File: src/rtl/ipp_pkg.sv
package ipp_pkg;

  // fixed field widths
  localparam int unsigned BYTE_W      = 8;
  localparam int unsigned COLOR_W     = 16;
  localparam int unsigned ROW_WIDTH_W = 13;
  localparam int unsigned CFG_IDX_W   = 2;

  // default longest row in pixels
  localparam int unsigned DEF_MAX_ROW_WIDTH = 4096;

  // configuration register indexes
  typedef enum logic [CFG_IDX_W-1:0] {
    REG_DEPTH     = 2'd0,
    REG_ROW_WIDTH = 2'd1
  } cfg_reg_e;

  // bits per pixel codes
  typedef enum logic [1:0] {
    DEPTH_1BPP = 2'd0,
    DEPTH_2BPP = 2'd1,
    DEPTH_4BPP = 2'd2,
    DEPTH_8BPP = 2'd3
  } depth_e;

  localparam depth_e DEPTH_RESET = DEPTH_8BPP;

  // status of one packing step
  typedef struct packed {
    logic emit;
    logic last;
  } pack_stat_t;

endpackage

File: src/rtl/indexed_pixel_row_packer_top.sv
// Indexed pixel row packer. Each request carries one colour index; its low
// 1, 2, 4 or 8 bits (depth register) are packed into bytes, first pixel in
// the top bits, and a byte leaves when it is full or when the last pixel of a
// row (row width register, 0 read as 1, saturated at MAX_ROW_WIDTH) arrives;
// a row's last byte is zero padded and carries row_end_o. One request is taken
// every cycle unless in_stall_o is high: a pixel passes an input register and
// then a result register, each holding one item, and in_stall_o rises only while
// the result register is full and stalled. Registers are written through the
// config port, which is always ready; the user must write them only while no
// pixel is in flight, and the block itself does not enforce this.
module indexed_pixel_row_packer_top
  import ipp_pkg::*;
#(
  parameter int unsigned MAX_ROW_WIDTH = DEF_MAX_ROW_WIDTH
) (
  input  logic                   clk_i,
  input  logic                   rst_ni,
  // configuration
  input  logic                   cfg_valid_i,
  output logic                   cfg_ready_o,
  input  logic [CFG_IDX_W-1:0]   cfg_index_i,
  input  logic [ROW_WIDTH_W-1:0] cfg_data_i,
  // pixel input
  input  logic                   in_valid_i,
  output logic                   in_stall_o,
  input  logic [COLOR_W-1:0]     color_index_i,
  // byte output
  output logic                   out_valid_o,
  input  logic                   out_stall_i,
  output logic [BYTE_W-1:0]      packed_byte_o,
  output logic                   row_end_o
);

  localparam int unsigned COL_W = (MAX_ROW_WIDTH > 1) ? $clog2(MAX_ROW_WIDTH) : 1;
  localparam int unsigned CMP_W = (COL_W + 1 > ROW_WIDTH_W) ? COL_W + 1 : ROW_WIDTH_W;
  localparam logic [CMP_W-1:0] MAX_W = CMP_W'(MAX_ROW_WIDTH);

  depth_e              depth_q;
  logic [CMP_W-1:0]    eff_width_q;
  logic [CMP_W-1:0]    eff_width_d;
  logic [CMP_W-1:0]    cfg_width;
  logic [BYTE_W-1:0]   partial_q;
  logic [BYTE_W-1:0]   partial_d;
  logic [COL_W-1:0]    column_q;
  logic [COL_W-1:0]    column_d;
  logic                s1_valid_q;
  logic [COLOR_W-1:0]  s1_color_q;
  logic                s1_adv;
  logic                in_accept;
  logic                out_valid_q;
  logic [BYTE_W-1:0]   out_byte_q;
  logic                out_row_end_q;
  logic [BYTE_W-1:0]   byte_d;
  pack_stat_t          stat;

  // config port never blocks
  assign cfg_ready_o = 1'b1;

  // clamp the written row width once, at write time
  assign cfg_width = CMP_W'(cfg_data_i);
  always_comb begin
    eff_width_d = cfg_width;
    if (cfg_width == '0) begin
      eff_width_d = CMP_W'(1);
    end else if (cfg_width > MAX_W) begin
      eff_width_d = MAX_W;
    end
  end

  always_ff @(posedge clk_i or negedge rst_ni) begin
    if (!rst_ni) begin
      depth_q     <= DEPTH_RESET;
      eff_width_q <= CMP_W'(1);
    end else if (cfg_valid_i && cfg_ready_o) begin
      case (cfg_index_i)
        REG_DEPTH:     depth_q     <= depth_e'(cfg_data_i[1:0]);
        REG_ROW_WIDTH: eff_width_q <= eff_width_d;
        default: ;
      endcase
    end
  end

  // handshake: stage one moves on when the result register is free
  assign s1_adv     = !out_valid_q || !out_stall_i;
  assign in_stall_o = s1_valid_q && !s1_adv;
  assign in_accept  = in_valid_i && !in_stall_o;

  // packing datapath
  ipp_pack #(
    .COL_W (COL_W),
    .CMP_W (CMP_W)
  ) u_pack (
    .depth_i       (depth_q),
    .column_i      (column_q),
    .eff_width_i   (eff_width_q),
    .partial_i     (partial_q),
    .color_index_i (s1_color_q),
    .partial_o     (partial_d),
    .column_o      (column_d),
    .byte_o        (byte_d),
    .stat_o        (stat)
  );

  // control state
  always_ff @(posedge clk_i or negedge rst_ni) begin
    if (!rst_ni) begin
      s1_valid_q  <= 1'b0;
      out_valid_q <= 1'b0;
      partial_q   <= '0;
      column_q    <= '0;
    end else begin
      if (!in_stall_o) begin
        s1_valid_q <= in_valid_i;
      end
      if (s1_adv) begin
        out_valid_q <= s1_valid_q && stat.emit;
      end
      if (s1_valid_q && s1_adv) begin
        partial_q <= partial_d;
        column_q  <= column_d;
      end
    end
  end

  // payload registers
  always_ff @(posedge clk_i) begin
    if (in_accept) begin
      s1_color_q <= color_index_i;
    end
    if (s1_valid_q && s1_adv && stat.emit) begin
      out_byte_q    <= byte_d;
      out_row_end_q <= stat.last;
    end
  end

  assign out_valid_o   = out_valid_q;
  assign packed_byte_o = out_byte_q;
  assign row_end_o     = out_row_end_q;

endmodule

File: src/rtl/ipp_pack.sv
module ipp_pack
  import ipp_pkg::*;
#(
  parameter int unsigned COL_W = 12,
  parameter int unsigned CMP_W = 13
) (
  input  depth_e             depth_i,
  input  logic [COL_W-1:0]   column_i,
  input  logic [CMP_W-1:0]   eff_width_i,
  input  logic [BYTE_W-1:0]  partial_i,
  input  logic [COLOR_W-1:0] color_index_i,
  output logic [BYTE_W-1:0]  partial_o,
  output logic [COL_W-1:0]   column_o,
  output logic [BYTE_W-1:0]  byte_o,
  output pack_stat_t         stat_o
);

  logic [CMP_W-1:0]  col_ext;
  logic [CMP_W-1:0]  col_inc;
  logic [2:0]        slot;
  logic [2:0]        shift;
  logic [BYTE_W-1:0] pix;
  logic [BYTE_W-1:0] merged;
  logic              full;
  logic              last;

  assign col_ext = CMP_W'(column_i);
  assign col_inc = col_ext + CMP_W'(1);
  assign slot    = col_ext[2:0];

  // pixel mask, slot position and byte-full flag per depth
  always_comb begin
    case (depth_i)
      DEPTH_1BPP: begin
        pix   = {7'd0, color_index_i[0]};
        shift = 3'd7 - slot;
        full  = (slot == 3'd7);
      end
      DEPTH_2BPP: begin
        pix   = {6'd0, color_index_i[1:0]};
        shift = 3'd6 - {slot[1:0], 1'b0};
        full  = (slot[1:0] == 2'd3);
      end
      DEPTH_4BPP: begin
        pix   = {4'd0, color_index_i[3:0]};
        shift = slot[0] ? 3'd0 : 3'd4;
        full  = slot[0];
      end
      default: begin
        pix   = color_index_i[BYTE_W-1:0];
        shift = 3'd0;
        full  = 1'b1;
      end
    endcase
  end

  // merge pixel, detect row end, advance column
  assign merged      = partial_i | (pix << shift);
  assign last        = (col_inc >= eff_width_i);
  assign stat_o.last = last;
  assign stat_o.emit = last | full;
  assign byte_o      = merged;
  assign partial_o   = (last | full) ? '0 : merged;
  assign column_o    = last ? '0 : column_i + COL_W'(1);

endmodule

File: config.mk
export PLATFORM = sky130hd
export DESIGN_NAME = indexed_pixel_row_packer_top
export DESIGN_NICKNAME = d
export VERILOG_FILES = /design/src/rtl/ipp_pkg.sv /design/src/rtl/indexed_pixel_row_packer_top.sv /design/src/rtl/ipp_pack.sv
export SDC_FILE = /design/constraint.sdc
export NUM_CORES = 1
export LEC_CHECK = 0
export BUFFER_PORTS_ARGS = -buffer_cell sky130_fd_sc_hd__buf_2
export CORE_MARGIN = 8
export CORE_UTILIZATION = 29
export DETAILED_ROUTE_END_ITERATION = 10
export MAX_ROUTING_LAYER = met4
export PLACE_DENSITY = 0.54
export SKIP_CTS_REPAIR_TIMING = 1
export SLEW_MARGIN = 20
export SYNTH_ARGS = -nofsm -noshare
export SYNTH_HDL_FRONTEND = slang
export SYNTH_SLANG_ARGS = --single-unit
File: constraint.sdc
create_clock -name clk_i -period 4 [get_ports clk_i]
set_clock_uncertainty 0.2 [all_clocks]
set_input_delay 0 -clock clk_i [delete_from_list [all_inputs] [get_ports clk_i]]
set_output_delay 0 -clock clk_i [all_outputs]
set_load 0.01 [all_outputs]
# --- Yosys cells after proc, flatten, opt, wreduce, memory -nomap -nowiden ---
# Index checks and enable logic that the tools add are counted.
# Widths: inputs -> output; s select.
classes:
  bitwise_logic: 2
  order_cmp: 2
  n_eq_ne: 5
  n_mux: 8
  reduce_logical: 15
  addsub: 4
  n_shift: 1
op_table:
  columns: ["op", "count"]
  rows:
  - ["$mux 13", 2]
  - ["$pmux 8 s3", 1]
  - ["$add 12x1->13 const B", 1]
  - ["$ge 13x13->1", 1]
  - ["$gt 13x13->1 const B", 1]
  - ["$logic_not 13->1", 1]
  - ["$add 12x1->12 const B", 1]
  - ["$mux 12", 1]
  - ["$pmux 3 s3", 1]
  - ["$mux 8", 1]
  - ["$or 8x8->8", 1]
  - ["$shl 8x3->8", 1]
  - ["$sub 3x3->3 const A", 2]
  - ["$logic_and 1x1->1", 5]
  - ["$eq 2x1->1 const B", 2]
  - ["$eq 2x2->1 const B", 2]
  - ["$logic_not 1->1", 4]
  - ["$logic_not 2->1", 2]
  - ["$reduce_and 2->1", 2]
  - ["$eq 3x3->1 const B", 1]
  - ["$mux 3", 1]
  - ["$pmux 1 s3", 1]
  - ["$logic_or 1x1->1", 1]
  - ["$or 1x1->1", 1]
totals:
  word_cells: 46
  out_inout_bits: 12
  reg_bits: 54

# --- Depth between registers and ports, before layout ---
depth:
  word_depth: 6
  mapped_depth: 12
  depth_no_buf: 12

# --- Cells and area by module ---
# A second synthesis with hierarchy kept.
hier_totals:
  cells_unflattened: 278
  hier_area_um2: 3299.4
modules_own_cells:
  columns: ["mod", "area_per_inst_um2", "cells_each", "seq_area_each_um2", "instances"]
  rows:
  - ["indexed_pixel_row_packer_top", 2329.7, 143, 1680.4, 1]
  - ["ipp_pack", 969.7, 135, 0.0, 1]

# --- Least setup slack after synthesis ---
# No wires, ideal clock.
synth_path:
  path_kind: "register to register"
  from: "register column_q[1]"
  to: "register out_byte_q[0], in the netlist packed_byte_o[0], enable pin"
  setup_ns: 0.374
  setup_slack_ns: 0.873
  path_stages_with_launch: 11
  n_path_buf: 0
  arrival_time_ns: 2.553
  path_cell_list: "dfrtp_1 ha_1 inv_1 or2_2 xnor2_1 ha_1 nand4_1 a311o_1 nand3_2 nor2b_1 nor2_1"
synth_via:
  elab_chain_len: 4
  elab_cells_between_ends: 7
  classes_between: "add/sub: 1; order compare: 1; eq/ne: 2; mux: 1; bitwise: 1; reduce/logical: 1"
synth_lines:
  columns: ["item", "line_no", "rtl"]
  rows:
  - ["from (decl)", "indexed_pixel_row_packer_top.sv:44", "logic [COL_W-1:0] column_q;"]
  - ["from (signal assigned)", "indexed_pixel_row_packer_top.sv:120", "column_q <= column_d;"]
  - ["$add 12x1->13", "ipp_pack.sv:28", "assign col_inc = col_ext + CMP_W'(1);"]
  - ["$ge 13x13->1", "ipp_pack.sv:59", "assign last = (col_inc >= eff_width_i);"]
  - ["net u_pack.last", "ipp_pack.sv:25", "logic last;"]
  - ["$or 1x1->1", "ipp_pack.sv:61", "assign stat_o.emit = last | full;"]
  - ["$logic_and 1x1->1", "indexed_pixel_row_packer_top.sv:130", "if (s1_valid_q && s1_adv && stat.emit) begin"]
  - ["to (signal assigned)", "indexed_pixel_row_packer_top.sv:131", "out_byte_q <= byte_d;"]
  - ["to (decl)", "indexed_pixel_row_packer_top.sv:51", "logic [BYTE_W-1:0] out_byte_q;"]
# The timed path passes the listed nets, and every way through them passes these cells.
# A chain may end at the register's enable or synchronous reset.

# --- Worst setup path in the final report ---
layout_path:
  from: "register column_q[1]"
  to: "register out_byte_q[5], in the netlist packed_byte_o[5], enable pin"
# Same word-level chain as after synthesis.

==> metrics.cfg <==
[sta]
whs_ns=0.124
setup_viol=0
hold_viol_final=0
fin_tns_setup_ns=0
maxSlewHeadroom_pct=37.6
fin_ws_ns=0.564
fin_crit_ns=3.44
finalMaxSlewViolations=0
rsz0062_at_grt=no
finalCritPeriodShare_pct=85.9
fmax_mhz=291
tightest_slew_ns=0.936

[worst_setup_path]
worstRegToRegCells=11
r2r-end=packed_byte_o[5]$_DFFE_PP_
startpoint_type=flip-flop
setup.worst_path.end_class=flip-flop
crit_arrival_ns=3.18
r2r_setup_slack_ns=0.56
r2r_start=column_q[1]$_DFFE_PN0P_
crit_type=reg -> reg
crit_path_max_fanout=9
critPathRequiredTime_ns=3.75

[logic_synthesis]
syn_nets=297
synth_seq_area_share_pct=52.0
synth_edf_count=17
syn_avg_cell_area_sq_um=11.3
synthesis.area_sq_mm=0.00277
yosys_warnings=0
synth_flop_cell=dfrtp_1
ys_types=52
synth-seq-cells=54
async_flop_share_pct=68.5
syn_inst=246

[layout]
postLayoutCoreUtil_pct=37.3
nNetsFinal=363
diodes=0
area_delta_synth_final_pct=24.6
multi_input_area_sq_mm=0.00121
fillCellCount=908
seqCellArea_sq_mm=0.00144
layout-drive-gt1-share_pct=21.7

[pwr]
power_density_mw_per_mm2=511
p_comb_share_pct=36.4
power.internal_uw=1130
swShare_pct=35.7
p_clk_share_pct=17.9
power_uw=1760
switchingPower_uw=630
p_seq_share_pct=45.7
p_leak_uw=0.00153
ir_worst_vdd_mv=0.199

[grt]
grt_usage_pct=10.4
grt_pass1_wl_um=10700
grt_overflow=0
grt_pass1_vias=2131
grt_max_degree=38
antenna_found_initial=0

[detailed_routing]
viasPerCell=4.73
drtPass1Iterations=4
ant_nets=0
drt_wl_total_um=6440
post_drt_wl_per_cell_um=14.6
drtIter0Drc=105
vias=2090
drcViolationCount=0

[floorplan]
fp.dieH_um=114
row_count=35
ios=48
start_util_pct=30.0
core_area_sq_mm=0.00924
die_x_um=114
dieArea_sq_mm=0.0129

[placed_design]
io_buffers=38
dp_hpwl_um=4660
place_congestion=0.767
place_ws_ns=0.509

[clocking]
cts_buffers=5
clockRootBuffer=clkbuf_8
cts_buffer_depth=2
cts_num_sinks=54
cts_tree=yes
cts_max_level=2
insertion_delay_ns=0.31
path_clk_slew_ns=0.10

[outcome]
status=complete, no violations

[job]
max_cap_violations=0

[min_path]
hp-class=in -> async

-- power by group through the flow --
| stage | Combinational, uW | Sequential [uW] | Clock [uW] |
|---|---|---|---|
| final | 642 | 806 | 316 |
| after global routing | 724 | 825 | 348 |
| after CTS | 633 | 806 | 325 |
| after detailed placement | 630 | 817 | 0 |
| after global placement | 615 | 815 | 0 |
| after floorplan | 429 | 808 | 0 |
-- stage by stage --
step,cell area (sq um),std cells
floorplan,2770,246
global placement,3090,407
detailed placement,3090,407
CTS,3180,415
global route,3450,442
finish,3450,442
-- routing by layer --
metal  share of wire, %  routed length, um  global-route usage (%)  vias to the layer above
li1                   -                  -                       -                     1036
met1                 50               3200                    13.9                     1014
met2                 46               2980                    15.9                       34
met3                2.6                167                    1.48                        6
met4                1.3                 84                    3.46                        0
met5                  0                  0                       -                        -
-- cells by family after synthesis --
family                   Yosys count  synth area share [%]
other                              1                 0.135
multiplexers                       6                  2.39
adder cells (fa/ha/maj)           15                  6.78
XOR/XNOR                           9                  2.85
flip-flops                        54                  52.0
AND/OR/NAND/NOR                   66                  13.2
AO/OA/AOI/OAI                     69                  18.4
buffers and inverters             26                  4.16
-- synthesized netlist by cell type (all sizes together) (2+ instances only) --
library cell,instances,area (sq um)
mux2,5,56.3
nor2,13,61.3
a221o,3,30.0
nand2b,5,31.3
dfrtp,34,851
a31o,3,26.3
nand3,7,40.0
inv,17,63.8
xor2,2,17.5
a22oi,2,20.0
o21bai,3,22.5
buf,5,36.3
a211oi,2,15.0
o31a,2,17.5
nand4,5,31.3
o21ai,10,50.1
nand2,12,45.0
a22o,20,176
nor2b,3,18.8
and2,6,37.5
ha,15,188
edfxtp,17,510
a21oi,13,65.1
nor3,2,10.0
clkbuf,4,15.0
xnor2,7,61.3
a21o,7,53.8
nor4,5,31.3
dfstp,3,78.8
-- layout by cell type, fill, tap and decap left out, types with 7 or more instances in the layout --
master	Yosys	routed
buf_2	2	38
ha_1	15	15
a22o_1	19	19
nor2_1	10	10
nand2_1	12	12
dfrtp_1	34	34
inv_1	17	17
o21ai_0	10	10
xnor2_1	7	7
a21oi_1	13	13
dlygate4sd3_1	0	27
edfxtp_1	17	17
-- worst max-delay path, cell delays in order, from the launching register on --
cell and delay, ns:
dfrtp_1 0.51, ha_1 0.27, inv_1 0.07, or2_2 0.34
nor2_4 0.16, xnor2_1 0.09, ha_1 0.29, nand4_1 0.11
a311o_1 0.31, nand3_2 0.10, nor2b_1 0.06, nor2_1 0.56
-- final cells by class --
class / count / share of cell area (%)
clock inverters: 3 / 0.544
inverters: 17 / 1.85
clock buffers: 5 / 1.99
repair buffers: 68 / 14.0
flip-flops and latches: 54 / 41.7
multi-input cells: 166 / 35.2
well taps: 129 / 4.68
-- registers in the layout, summed over array words and instances, names as in the netlist --
name and flops:
eff_width_q 13, depth_q 2, column_q 12, partial_q 8
packed_byte_o 8, row_end_o 1, s1_color_q 8, out_valid_o 1
s1_valid_q 1
-- worst max path at each step --
stage / startpoint / end / slack, ns / cells past startpoint
final: column_q[1]$_DFFE_PN0P_ / packed_byte_o[5]$_DFFE_PP_ / 0.56 / 11
after global routing: column_q[1]$_DFFE_PN0P_ / packed_byte_o[5]$_DFFE_PP_ / 0.30 / 11
after CTS: column_q[1]$_DFFE_PN0P_ / packed_byte_o[5]$_DFFE_PP_ / 0.48 / 11
after detailed placement: column_q[1]$_DFFE_PN0P_ / packed_byte_o[3]$_DFFE_PP_ / 0.51 / 11
after global placement: column_q[1]$_DFFE_PN0P_ / packed_byte_o[3]$_DFFE_PP_ / 0.60 / 11
after floorplan: column_q[1]$_DFFE_PN0P_ / packed_byte_o[0]$_DFFE_PP_ / 0.87 / 10
Note: power is estimated with default switching activity, not from simulation.
